[config.mk]
export PLATFORM = sky130hd
export DESIGN_NAME = led_strip_comet_pulse_engine
export DESIGN_NICKNAME = d
export VERILOG_FILES = /design/src/rtl/core/lscpe_pkg.sv /design/src/rtl/core/led_strip_comet_pulse_engine.sv /design/src/rtl/core/lscpe_ram.sv
export SDC_FILE = /design/constraint.sdc
export NUM_CORES = 2
export LEC_CHECK = 0
export ABC_CLOCK_PERIOD_IN_PS = 18800
export BUFFER_PORTS_ARGS = -buffer_cell sky130_fd_sc_hd__buf_2
export CORE_UTILIZATION = 50
export DETAILED_ROUTE_END_ITERATION = 10
export PLACE_DENSITY = 0.66
export SKIP_CTS_REPAIR_TIMING = 1
export SYNTH_ARGS = -nofsm -noshare
export SYNTH_HDL_FRONTEND = slang
export SYNTH_SLANG_ARGS = --single-unit
[constraint.sdc]
create_clock -name clock -period 18.8 [get_ports clock]
set_input_delay 5.64 -clock clock [delete_from_list [all_inputs] [get_ports clock]]
set_output_delay 5.64 -clock clock [all_outputs]
set_load 0.005 [all_outputs]
[src/rtl/core/lscpe_pkg.sv]
package lscpe_pkg;

   localparam int STRIP_LEDS  = 32;
   localparam int PULSE_SLOTS = 8;
   localparam int NUM_REGIONS = 5;

   localparam int LED_AW  = (STRIP_LEDS > 1) ? $clog2(STRIP_LEDS) : 1;
   localparam int LED_CW  = $clog2(STRIP_LEDS + 1);
   localparam int SLOT_AW = (PULSE_SLOTS > 1) ? $clog2(PULSE_SLOTS) : 1;
   localparam int SLOT_CW = $clog2(PULSE_SLOTS + 1);

   localparam int SIZE_W     = 7;
   localparam int FADE_W     = 8;
   localparam int SUM_W      = 10;
   localparam int CSR_IDX_W  = 3;
   localparam int CSR_DATA_W = 8;

   localparam logic [CSR_IDX_W-1:0] CSR_REGION0 = 3'd0;
   localparam logic [CSR_IDX_W-1:0] CSR_REGION1 = 3'd1;
   localparam logic [CSR_IDX_W-1:0] CSR_REGION2 = 3'd2;
   localparam logic [CSR_IDX_W-1:0] CSR_REGION3 = 3'd3;
   localparam logic [CSR_IDX_W-1:0] CSR_REGION4 = 3'd4;
   localparam logic [CSR_IDX_W-1:0] CSR_FADE    = 3'd5;

   localparam logic [2:0] REGION_ALL = 3'd5;

   localparam logic ACT_TRIGGER = 1'b0;
   localparam logic ACT_FRAME   = 1'b1;

   localparam logic [SIZE_W-1:0] SIZE_RESET = 7'd6;
   localparam logic [FADE_W-1:0] FADE_RESET = 8'd215;

   typedef logic [23:0] rgb_type;

   typedef struct packed {
      logic        action;
      logic [2:0]  region;
      logic [7:0]  pulse_red;
      logic [7:0]  pulse_green;
      logic [7:0]  pulse_blue;
      logic [15:0] speed;
   } req_type;

   typedef struct packed {
      logic [5:0] led_index;
      logic [7:0] led_red;
      logic [7:0] led_green;
      logic [7:0] led_blue;
      logic       last;
   } rsp_type;

   typedef struct packed {
      logic [15:0]       position;
      logic [15:0]       speed;
      logic [LED_CW-1:0] seg_start;
      logic [LED_CW-1:0] seg_stop;
      rgb_type           color;
   } slot_type;

   typedef enum logic [2:0] {
      ST_CLEAR,
      ST_IDLE,
      ST_FADE,
      ST_SLOT_RD,
      ST_SLOT_EVAL,
      ST_SLOT_PAINT,
      ST_EMIT
   } state_type;

   function automatic logic [7:0] fade8(input logic [7:0] c, input logic [7:0] f);
      logic [15:0] p;
      p = 16'(c) * 16'(f);
      return p[15:8];
   endfunction

   function automatic logic [7:0] sat_add8(input logic [7:0] a, input logic [7:0] b);
      logic [8:0] s;
      s = 9'(a) + 9'(b);
      return s[8] ? 8'hFF : s[7:0];
   endfunction

   function automatic rgb_type fade_rgb(input rgb_type c, input logic [7:0] f);
      return {fade8(c[23:16], f), fade8(c[15:8], f), fade8(c[7:0], f)};
   endfunction

   function automatic rgb_type sat_rgb(input rgb_type a, input rgb_type b);
      return {sat_add8(a[23:16], b[23:16]), sat_add8(a[15:8], b[15:8]),
              sat_add8(a[7:0], b[7:0])};
   endfunction

endpackage

[src/rtl/core/led_strip_comet_pulse_engine.sv]
// LED strip comet pulse engine.
//
// Requests arrive on req_* (valid/ready). A trigger request (action 0) claims
// the first free pulse slot and produces no response; a region above the
// whole-strip code, or a full slot table, drops the request. A frame request
// (action 1) fades the strip, advances every active pulse and paints those
// inside their segment, then streams one response per LED on rsp_* with last
// set on the final LED. Region sizes and the fade factor are written through
// csr_*; the user must write them only while idle, as the block itself does
// not enforce it.
//
// A frame runs a fade sweep through the LED memory read port, a walk over
// the slots (read-modify-write of one LED per slot that paints), then the
// emit stream at one LED per cycle when rsp_ready stays high. The last LED
// sits in the output register while the next request is taken; a stalled
// receiver holds the emit stream in place.
//
// Reset clears the pulse table and sweeps zeros through the LED memory, one
// entry per cycle, before req_ready rises.
module led_strip_comet_pulse_engine (
   input  logic                                  clock,
   input  logic                                  reset,
   input  logic                                  req_valid,
   output logic                                  req_ready,
   input  lscpe_pkg::req_type                    req_data,
   output logic                                  rsp_valid,
   input  logic                                  rsp_ready,
   output lscpe_pkg::rsp_type                    rsp_data,
   input  logic                                  csr_we,
   input  logic [lscpe_pkg::CSR_IDX_W-1:0]       csr_index,
   input  logic [lscpe_pkg::CSR_DATA_W-1:0]      csr_wdata
);

   import lscpe_pkg::*;

   // control state
   state_type               state_ff, state_in;
   logic [LED_CW-1:0]       step_cnt_ff, step_cnt_in;
   logic [SLOT_CW-1:0]      slot_cnt_ff, slot_cnt_in;
   logic [PULSE_SLOTS-1:0]  slot_active_ff, slot_active_in;
   logic                    rd_pend_ff, rd_pend_in;
   logic [LED_AW-1:0]       rd_idx_ff, rd_idx_in;
   logic                    rsp_valid_ff, rsp_valid_in;
   rsp_type                 rsp_data_ff, rsp_data_in;
   logic [LED_AW-1:0]       paint_addr_ff, paint_addr_in;
   rgb_type                 paint_color_ff, paint_color_in;

   // configuration
   logic [SIZE_W-1:0]       region_size_ff [NUM_REGIONS];
   logic [FADE_W-1:0]       fade_ff;

   // LED memory port
   logic                    led_wr_en, led_rd_en;
   logic [LED_AW-1:0]       led_wr_addr, led_rd_addr;
   rgb_type                 led_wr_data, led_rd_data;

   // slot memory port
   logic                    slot_wr_en, slot_rd_en;
   logic [SLOT_AW-1:0]      slot_wr_addr, slot_rd_addr;
   slot_type                slot_wr_data, slot_q;
   logic [$bits(slot_type)-1:0] slot_rd_bits;

   // trigger decode
   logic                    accept;
   logic [SUM_W-1:0]        start_raw, stop_raw;
   logic [SIZE_W-1:0]       sel_size;
   logic [LED_CW-1:0]       trig_start, trig_stop;
   logic                    free_found;
   logic [SLOT_AW-1:0]      free_idx;
   logic                    trig_we;
   slot_type                trig_rec;

   // slot evaluation
   logic [SLOT_AW-1:0]      slot_sel;
   logic [15:0]             pos_new;
   logic [7:0]              head;
   logic                    hit, retire;

   // emit stream
   logic                    emit_load, emit_issue;
   logic [LED_CW-1:0]       fade_wr_cnt;

   lscpe_ram #(
      .WIDTH ($bits(rgb_type)),
      .DEPTH (STRIP_LEDS)
   ) u_led_ram (
      .clock   (clock),
      .wr_en   (led_wr_en),
      .wr_addr (led_wr_addr),
      .wr_data (led_wr_data),
      .rd_en   (led_rd_en),
      .rd_addr (led_rd_addr),
      .rd_data (led_rd_data)
   );

   lscpe_ram #(
      .WIDTH ($bits(slot_type)),
      .DEPTH (PULSE_SLOTS)
   ) u_slot_ram (
      .clock   (clock),
      .wr_en   (slot_wr_en),
      .wr_addr (slot_wr_addr),
      .wr_data (slot_wr_data),
      .rd_en   (slot_rd_en),
      .rd_addr (slot_rd_addr),
      .rd_data (slot_rd_bits)
   );

   assign slot_q    = slot_rd_bits;
   assign accept    = req_valid && req_ready;
   assign rsp_valid = rsp_valid_ff;
   assign rsp_data  = rsp_data_ff;
   assign slot_sel  = slot_cnt_ff[SLOT_AW-1:0];

   // configuration writes, accepted in any state
   always_ff @(posedge clock) begin
      if (reset) begin
         for (int k = 0; k < NUM_REGIONS; k++) begin
            region_size_ff[k] <= SIZE_RESET;
         end
         fade_ff <= FADE_RESET;
      end else if (csr_we) begin
         unique case (csr_index) inside
            CSR_REGION0, CSR_REGION1, CSR_REGION2, CSR_REGION3, CSR_REGION4: begin
               region_size_ff[csr_index] <= csr_wdata[SIZE_W-1:0];
            end
            CSR_FADE: begin
               fade_ff <= csr_wdata[FADE_W-1:0];
            end
            default: begin
            end
         endcase
      end
   end

   // region bounds: whole strip, or prefix sum of sizes below the region, clamped
   always_comb begin
      start_raw = '0;
      sel_size  = '0;
      for (int k = 0; k < NUM_REGIONS; k++) begin
         if (3'(k) < req_data.region) begin
            start_raw = start_raw + SUM_W'(region_size_ff[k]);
         end
         if (3'(k) == req_data.region) begin
            sel_size = region_size_ff[k];
         end
      end
      stop_raw = start_raw + SUM_W'(sel_size);
      if (req_data.region == REGION_ALL) begin
         trig_start = '0;
         trig_stop  = LED_CW'(STRIP_LEDS);
      end else begin
         trig_start = (start_raw > SUM_W'(STRIP_LEDS)) ? LED_CW'(STRIP_LEDS)
                                                       : LED_CW'(start_raw);
         trig_stop  = (stop_raw > SUM_W'(STRIP_LEDS)) ? LED_CW'(STRIP_LEDS)
                                                      : LED_CW'(stop_raw);
      end
   end

   // first free slot
   always_comb begin
      free_found = 1'b0;
      free_idx   = '0;
      for (int s = 0; s < PULSE_SLOTS; s++) begin
         if (!free_found && !slot_active_ff[s]) begin
            free_found = 1'b1;
            free_idx   = SLOT_AW'(s);
         end
      end
   end

   assign trig_we = accept && (req_data.action == ACT_TRIGGER) &&
                    (req_data.region <= REGION_ALL) && free_found;

   always_comb begin
      trig_rec.position  = {8'(trig_start), 8'h00};
      trig_rec.speed     = req_data.speed;
      trig_rec.seg_start = trig_start;
      trig_rec.seg_stop  = trig_stop;
      trig_rec.color     = {req_data.pulse_red, req_data.pulse_green, req_data.pulse_blue};
   end

   // advance the slot just read; head lands on the integer part
   assign pos_new = slot_q.position + slot_q.speed;
   assign head    = pos_new[15:8];
   assign hit     = (head >= 8'(slot_q.seg_start)) && (head < 8'(slot_q.seg_stop)) &&
                    (head < 8'(STRIP_LEDS));
   assign retire  = (head >= 8'(slot_q.seg_stop));

   // emit: load the output register from held read data, read ahead when free
   assign emit_load  = rd_pend_ff && (!rsp_valid_ff || rsp_ready);
   assign emit_issue = (state_ff == ST_EMIT) && (step_cnt_ff < LED_CW'(STRIP_LEDS)) &&
                       (!rd_pend_ff || emit_load);
   assign fade_wr_cnt = step_cnt_ff - LED_CW'(1);

   // next state
   always_comb begin
      state_in = state_ff;
      unique case (state_ff)
         ST_CLEAR: begin
            if (step_cnt_ff == LED_CW'(STRIP_LEDS - 1)) begin
               state_in = ST_IDLE;
            end
         end
         ST_IDLE: begin
            if (accept && (req_data.action == ACT_FRAME)) begin
               state_in = ST_FADE;
            end
         end
         ST_FADE: begin
            if (step_cnt_ff == LED_CW'(STRIP_LEDS)) begin
               state_in = ST_SLOT_RD;
            end
         end
         ST_SLOT_RD: begin
            if (slot_cnt_ff == SLOT_CW'(PULSE_SLOTS)) begin
               state_in = ST_EMIT;
            end else if (slot_active_ff[slot_sel]) begin
               state_in = ST_SLOT_EVAL;
            end
         end
         ST_SLOT_EVAL: begin
            state_in = hit ? ST_SLOT_PAINT : ST_SLOT_RD;
         end
         ST_SLOT_PAINT: begin
            state_in = ST_SLOT_RD;
         end
         ST_EMIT: begin
            if (emit_load && (rd_idx_ff == LED_AW'(STRIP_LEDS - 1))) begin
               state_in = ST_IDLE;
            end
         end
         default: begin
            state_in = ST_IDLE;
         end
      endcase
   end

   // counters, slot flags and output register
   always_comb begin
      step_cnt_in    = step_cnt_ff;
      slot_cnt_in    = slot_cnt_ff;
      slot_active_in = slot_active_ff;
      rd_pend_in     = rd_pend_ff;
      rd_idx_in      = rd_idx_ff;
      paint_addr_in  = paint_addr_ff;
      paint_color_in = paint_color_ff;
      rsp_valid_in   = rsp_valid_ff;
      rsp_data_in    = rsp_data_ff;

      unique case (state_ff)
         ST_CLEAR: begin
            step_cnt_in = (step_cnt_ff == LED_CW'(STRIP_LEDS - 1)) ? '0
                                                                  : step_cnt_ff + LED_CW'(1);
         end
         ST_IDLE: begin
            step_cnt_in = '0;
            slot_cnt_in = '0;
            if (trig_we) begin
               slot_active_in[free_idx] = 1'b1;
            end
         end
         ST_FADE: begin
            if (step_cnt_ff != LED_CW'(STRIP_LEDS)) begin
               step_cnt_in = step_cnt_ff + LED_CW'(1);
            end
         end
         ST_SLOT_RD: begin
            if (slot_cnt_ff == SLOT_CW'(PULSE_SLOTS)) begin
               step_cnt_in = '0;
               rd_pend_in  = 1'b0;
            end else if (!slot_active_ff[slot_sel]) begin
               slot_cnt_in = slot_cnt_ff + SLOT_CW'(1);
            end
         end
         ST_SLOT_EVAL: begin
            if (retire) begin
               slot_active_in[slot_sel] = 1'b0;
            end
            if (hit) begin
               paint_addr_in  = head[LED_AW-1:0];
               paint_color_in = slot_q.color;
            end else begin
               slot_cnt_in = slot_cnt_ff + SLOT_CW'(1);
            end
         end
         ST_SLOT_PAINT: begin
            slot_cnt_in = slot_cnt_ff + SLOT_CW'(1);
         end
         ST_EMIT: begin
            if (emit_issue) begin
               step_cnt_in = step_cnt_ff + LED_CW'(1);
               rd_idx_in   = step_cnt_ff[LED_AW-1:0];
               rd_pend_in  = 1'b1;
            end else if (emit_load) begin
               rd_pend_in  = 1'b0;
            end
         end
         default: begin
         end
      endcase

      // the output register drains in any state
      if (emit_load) begin
         rsp_valid_in          = 1'b1;
         rsp_data_in.led_index = 6'(rd_idx_ff);
         rsp_data_in.led_red   = led_rd_data[23:16];
         rsp_data_in.led_green = led_rd_data[15:8];
         rsp_data_in.led_blue  = led_rd_data[7:0];
         rsp_data_in.last      = (rd_idx_ff == LED_AW'(STRIP_LEDS - 1));
      end else if (rsp_ready) begin
         rsp_valid_in = 1'b0;
      end
   end

   // memory controls and handshake outputs
   always_comb begin
      req_ready    = 1'b0;
      led_wr_en    = 1'b0;
      led_wr_addr  = step_cnt_ff[LED_AW-1:0];
      led_wr_data  = '0;
      led_rd_en    = 1'b0;
      led_rd_addr  = step_cnt_ff[LED_AW-1:0];
      slot_wr_en   = 1'b0;
      slot_wr_addr = slot_sel;
      slot_wr_data = trig_rec;
      slot_rd_en   = 1'b0;
      slot_rd_addr = slot_sel;

      unique case (state_ff)
         ST_CLEAR: begin
            led_wr_en = 1'b1;
         end
         ST_IDLE: begin
            req_ready    = 1'b1;
            slot_wr_en   = trig_we;
            slot_wr_addr = free_idx;
         end
         ST_FADE: begin
            led_rd_en   = (step_cnt_ff != LED_CW'(STRIP_LEDS));
            led_wr_en   = (step_cnt_ff != '0);
            led_wr_addr = fade_wr_cnt[LED_AW-1:0];
            led_wr_data = fade_rgb(led_rd_data, fade_ff);
         end
         ST_SLOT_RD: begin
            slot_rd_en = (slot_cnt_ff != SLOT_CW'(PULSE_SLOTS)) && slot_active_ff[slot_sel];
         end
         ST_SLOT_EVAL: begin
            slot_wr_en            = 1'b1;
            slot_wr_data          = slot_q;
            slot_wr_data.position = pos_new;
            led_rd_en             = hit;
            led_rd_addr           = head[LED_AW-1:0];
         end
         ST_SLOT_PAINT: begin
            led_wr_en   = 1'b1;
            led_wr_addr = paint_addr_ff;
            led_wr_data = sat_rgb(led_rd_data, paint_color_ff);
         end
         ST_EMIT: begin
            led_rd_en = emit_issue;
         end
         default: begin
         end
      endcase
   end

   always_ff @(posedge clock) begin
      if (reset) begin
         state_ff       <= ST_CLEAR;
         step_cnt_ff    <= '0;
         slot_cnt_ff    <= '0;
         slot_active_ff <= '0;
         rd_pend_ff     <= 1'b0;
         rsp_valid_ff   <= 1'b0;
      end else begin
         state_ff       <= state_in;
         step_cnt_ff    <= step_cnt_in;
         slot_cnt_ff    <= slot_cnt_in;
         slot_active_ff <= slot_active_in;
         rd_pend_ff     <= rd_pend_in;
         rsp_valid_ff   <= rsp_valid_in;
      end
   end

   // payload registers hold without reset
   always_ff @(posedge clock) begin
      rd_idx_ff      <= rd_idx_in;
      rsp_data_ff    <= rsp_data_in;
      paint_addr_ff  <= paint_addr_in;
      paint_color_ff <= paint_color_in;
   end

endmodule

[src/rtl/core/lscpe_ram.sv]
module lscpe_ram #(
   parameter int WIDTH = 8,
   parameter int DEPTH = 16
) (
   input  logic                                      clock,
   input  logic                                      wr_en,
   input  logic [((DEPTH > 1) ? $clog2(DEPTH) : 1)-1:0] wr_addr,
   input  logic [WIDTH-1:0]                          wr_data,
   input  logic                                      rd_en,
   input  logic [((DEPTH > 1) ? $clog2(DEPTH) : 1)-1:0] rd_addr,
   output logic [WIDTH-1:0]                          rd_data
);

   logic [WIDTH-1:0] mem [DEPTH];

   // registered read; data holds while rd_en is low
   always_ff @(posedge clock) begin
      if (wr_en) begin
         mem[wr_addr] <= wr_data;
      end
      if (rd_en) begin
         rd_data <= mem[rd_addr];
      end
   end

endmodule

; ---- Yosys cells after proc, flatten, opt, wreduce, memory -nomap -nowiden
; Memory sizes are Yosys's and may differ from the RTL's. A register that Yosys moved wholly into a read port is not among the register bits.
; Cells that the tools add are included.
[totals]
regBits = 95
ramBits = 1347
in_bits = 60
out_inout_bits = 33
elab_cells = 235
memories = 3
[mem_list]
columns = memory, depth, width, read_ports, rd_ports_with_merged_regs, write_ports, line_no
row1 = u_led_ram.mem, 32, 24, 1, 1, 1, lscpe_ram.sv:14  ; logic [WIDTH-1:0] mem [DEPTH];
row2 = u_slot_ram.mem, 8, 68, 1, 1, 1, lscpe_ram.sv:14
row3 = region_size_ff, 5, 7, 5, 0, 5, led_strip_comet_pulse_engine.sv:49  ; logic [SIZE_W-1:0] region_size_ff [NUM_REGIONS];
[classes]
n_addsub = 12
n_mul = 3
magnitude_cmp = 17
n_eq_ne = 36
mux = 87
bitwise_logic = 4
reduce_logical = 58
[op_table]
columns = op, n
row1 = 2-to-1 mux 68 bit, 1
row2 = adder 10 x 7 -> 10 bit, 5
row3 = 2-to-1 mux 7 bit, 7
row4 = multiplier 8 x 8 -> 16 bit, 3
row5 = 2-to-1 mux 6 bit, 8
row6 = one-hot mux 24 bit (2 select lines), 1
row7 = 2-to-1 mux 3 bit, 15
row8 = 2-to-1 mux 10 bit, 4
row9 = 2-to-1 mux 8 bit, 5
row10 = 2-to-1 mux 1 bit, 30
row11 = one-hot mux 6 bit (5 select lines), 1
row12 = adder 8 x 8 -> 9 bit, 3
row13 = "inequality test 2 bit, second input constant", 11
row14 = logical AND 1 bit, 21
row15 = one-hot mux 3 bit (7 select lines), 1
row16 = "> comparator 10 x 6 -> 1 bit, second input constant", 2
row17 = "equality test 3 bit, second input constant", 6
row18 = adder 16 bit, 1
row19 = >= comparator 8 x 6 -> 1 bit, 2
row20 = one-hot mux 4 bit (4 select lines), 1
row21 = one-hot mux 8 bit (2 select lines), 1
row22 = logical NOT 1 bit, 15
row23 = "equality test 3 x 2 -> 1 bit, second input constant", 4
row24 = 2-to-1 mux 4 bit, 3
row25 = other kinds (47), 66

; ---- Longest topological paths before layout
[depth]
ltp_word = 28
mapped_depth = 35
ltp_nobuf = 33

; ---- Cells and area by module
; Synthesis repeated with hierarchy kept, for this count alone.
[unflattened]
cells_unflattened = 4467
hier_area_um2 = 69285.2
[modules_own_cells]
columns = module, instances, cells_each, area_per_inst_um2, seq_area_each_um2
row1 = lscpe_ram at u_led_ram, 1, 1711, 30720.7, 23782.8
row2 = lscpe_ram at u_slot_ram, 1, 867, 22477.8, 18377.6
row3 = led_strip_comet_pulse_engine, 1, 1889, 16086.7, 3593.4

; ---- Worst setup path before layout
; No wires, ideal clock.
[synth_timing]
path_type = in2reg
startpoint = in req_data[42] (netlist bit)
endpoint = mem u_slot_ram.mem[0][29] (netlist bit), data pin
setup_time_ps = 299
arrival_ps = 12814
required_ps = 18501
slack_ps = 5687
stages = 34
n_path_buf = 2
path_cell_list = clkbuf_1 or2_2 clkbuf_1 nor2_1 nor2b_1 ha_1 fa_1 maj3_1 and2_1 or3_1 nand3_1 nand2_1 ha_1 a211oi_1 nor3_1 or2_2 ha_1 o21a_1 o31a_1 a211oi_1 a21o_1 ha_1 or3_1 a311oi_1 o211a_1 inv_1 ha_1 a21oi_1 xor2_1 o21a_1 nand4_1 or3b_2 o211ai_2 a22oi_1
[synth_rtl]
columns = item, line_no
row1 = "start, declared", led_strip_comet_pulse_engine.sv:25  ; input lscpe_pkg::req_type req_data,
row2 = "end, declared", lscpe_ram.sv:14

==> impl_results.md <==
- # port buffers: 91
- Root Buffer: clkbuf_16
- CTS H-tree lvls: 4
- Hold Vio Cnt, Final: 0
- RSZ-0062 raised after global routing: false
- Antenna diodes: 0
- Vias in the first global route: 39,720
- Mapped Nets: 5,032
- CTS Sinks: 1,534
- Post-Syn Area: 68,910 µm²
- Pleak: 28.34 nW
- First-pass GRT wire length: 259.7 mm
- Final setup viols: 0
- Setup Skew: 38.14 ps
- Router iterations before antenna repair: 5
- WS Path Type: input port to register
- CP endpoint kind: register
- Vias: 40,820
- Maxcap violations: 0
- Most common cell after layout, fill and taps aside: edfxtp_1
- Core area: 136,100 µm²
- Max stage delay on crit path: 490 ps
- Data required, critical path: 19,270 ps
- CTS tree: yes
- Largest net degree at the start of global routing: 128
- Initial drt markers: 4,358
- Share of cells above drive strength 1: 10.12%
- Worst skew pair latency: 830 ps
- Syn Inst Count: 4,668
- Setup WS pre-CTS: 4577 ps
- Crit share post-route: 71.56%
- Mapped Avg Cell Area: 14.76 µm²
- Final Max Slew Viols: 0
- Max Clock Freq: 74.33 MHz
- Tmin final: 13,450 ps
- Least-Margin Pin Slew: 1312 ps
- Critical Path AT: 13,920 ps
- Crit path max fanout: 29
- GR Overflow Total: 0
- Sequential area share after synthesis: 66.40%
- Yosys cell types: 79
- Footprint of the multi-input gates: 21,920 µm²
- Vias/cell: 6.101
- Crit start category: input port
- # DRC: 0
- Detailed Place HPWL: 103.8 mm
- Most used DFF post-synth: edfxtp_1
- Final WL: 176.0 mm
- Clock-pin transition on the worst setup and hold timing paths: 60 ps
- Total GRT Usage: 25.13%
- Storage cell area: 45,750 µm²
- Yosys warnings: 0
- Worst path slowest cell: or3b_2
- FILL cells: 10,680
- Fin cells: 6,690
- Setup tns final: 0 ps
- Worst Hold Slack: 459.8 ps
- Post-synthesis register bit count: 1,534
- Std cell rows: 135
- PD cells: 97.04 nW/µm²
- Share of flip-flops with an asynchronous set or reset: 0%
- DIE AREA: 139,300 µm²
- Post-synth EDFFs: 1,503
- CP dominant cell by count: ha_1
- Outcome: complete, no violations
- Slew HR: 12.56%
- Die width: 373.2 µm
- Syn-to-layout area delta: 11.69%
- Worst hold path type: register to register
- R2r setup slk: 10,830 ps
- VDD IR-drop max: 68.58 µV
- Placed insts: 6,405
- Initial antenna violation count: 4
- Die Span Y: 373.2 µm
- Routed Antenna Nets: 0
- Setup WS post-layout: 5347 ps
- Cts bufs inserted: 157
- Wire per inst: 26.31 µm
- Layout Utilization: 56.53%
- Gpl congestion: 0.8788
- Most frequent cells in the layout: 1,503 x edfxtp_1, 607 x mux2i_1, 339 x nand2_1, 276 x a22oi_1, 212 x inv_1
- I/O pins: 93
- Starting Density: 50.61%
- CTS Buffer Depth: 3
- Final #Nets: 5,147
## stage by stage
| step | instance area, µm² | total power [mW] |
|---|---|---|
| 2_1_floorplan | 68910 | 4.283 |
| 3_3_place_gp | 71850 | 4.452 |
| 3_5_place_dp | 71850 | 4.464 |
| 4_1_cts | 76960 | 7.498 |
| 5_1_grt | 76960 | 7.700 |
| 6_report | 76960 | 7.468 |
## final timing paths
check,from,endpoint,cells past startpoint
max,req_data[42],u_slot_ram.mem[4][29]$_DFFE_PP_,34
min reg2reg,fade_ff[5]$_SDFFE_PP0P_,fade_ff[5]$_SDFFE_PP0P_,2
min,fade_ff[5]$_SDFFE_PP0P_,fade_ff[5]$_SDFFE_PP0P_,2
max reg2reg,region_size_ff[0][0]$_SDFFCE_PN0P_,u_slot_ram.mem[4][29]$_DFFE_PP_,31
## power breakdown
part | switching, mW | total, mW | leakage, nW | internal [mW]
Clock | 1.34 | 3.07 | 2.46 | 1.72
Combinational | 0.394 | 0.627 | 11.5 | 0.233
Sequential | 0.0131 | 3.78 | 14.3 | 3.76
Total | 1.75 | 7.47 | 28.3 | 5.72
## sequential cells by signal (all words and copies together) (netlist names)
signal	count
fade_ff	8
paint_addr_ff	5
paint_color_ff	24
rd_idx_ff	5
rd_pend_ff	1
region_size_ff	35
rsp_data	30
rsp_valid	1
slot_active_ff	8
slot_cnt_ff	4
state_ff	3
step_cnt_ff	6
u_led_ram.mem	768
u_led_ram.rd_data	24
u_slot_ram.mem	544
u_slot_ram.rd_data	68
## synthesized netlist by cell type (38+ instances only)
| cell | number | area, µm² |
|---|---|---|
| edfxtp_1 | 1503 | 45130 |
| mux2i_1 | 607 | 6076 |
| nand2_1 | 339 | 1272 |
| a22oi_1 | 276 | 2072 |
| inv_1 | 212 | 795.8 |
| ha_1 | 190 | 2377 |
| clkbuf_1 | 149 | 559.3 |
| nor2_1 | 145 | 544.3 |
| and2_1 | 127 | 794.5 |
| o22ai_1 | 122 | 763.2 |
| fa_1 | 114 | 2282 |
| o21ai_0 | 114 | 570.6 |
| a21oi_1 | 87 | 435.4 |
| nand4_1 | 78 | 488.0 |
| xnor2_1 | 38 | 332.8 |
## cell type report
type	count	area share [%]
clock buffer	187	5.251
clock inverter	98	1.387
inverter	213	1.039
multi-input combinational	2699	28.49
sequential	1534	59.45
tap	1781	2.896
timing repair buffer	178	1.489
## critical path: cells and delay by family
kind / cells / cell delay (ps)
simple gates: 13 / 3140
buf+inv: 2 / 350
fa+ha+maj: 7 / 2330
xor+xnor: 1 / 230
compound gates: 11 / 2220
## kinds of logic (layout without fill, tap and decap cells)
logic type,after synthesis,in the layout,share of synthesized area (%)
compound gates,815,815,8.118
xor+xnor,63,63,0.8008
fa+ha+maj,306,306,6.793
buf+inv,435,676,2.580
flops,1534,1534,66.40
mux,609,609,8.867
other cells,1,1,0.005442
simple gates,905,905,6.435
## layer usage
layer | share of wire [%] | vias to the layer above | global-route usage [%]
met2 | 45 | 1760 | 38.53
met5 | 0.0091 | - | 0
met3 | 8.1 | 236 | 3.912
met1 | 44 | 20670 | 37.22
li1 | - | 18150 | -
met4 | 2.5 | 2 | 7.190
Power figures use the tool's default switching activity.
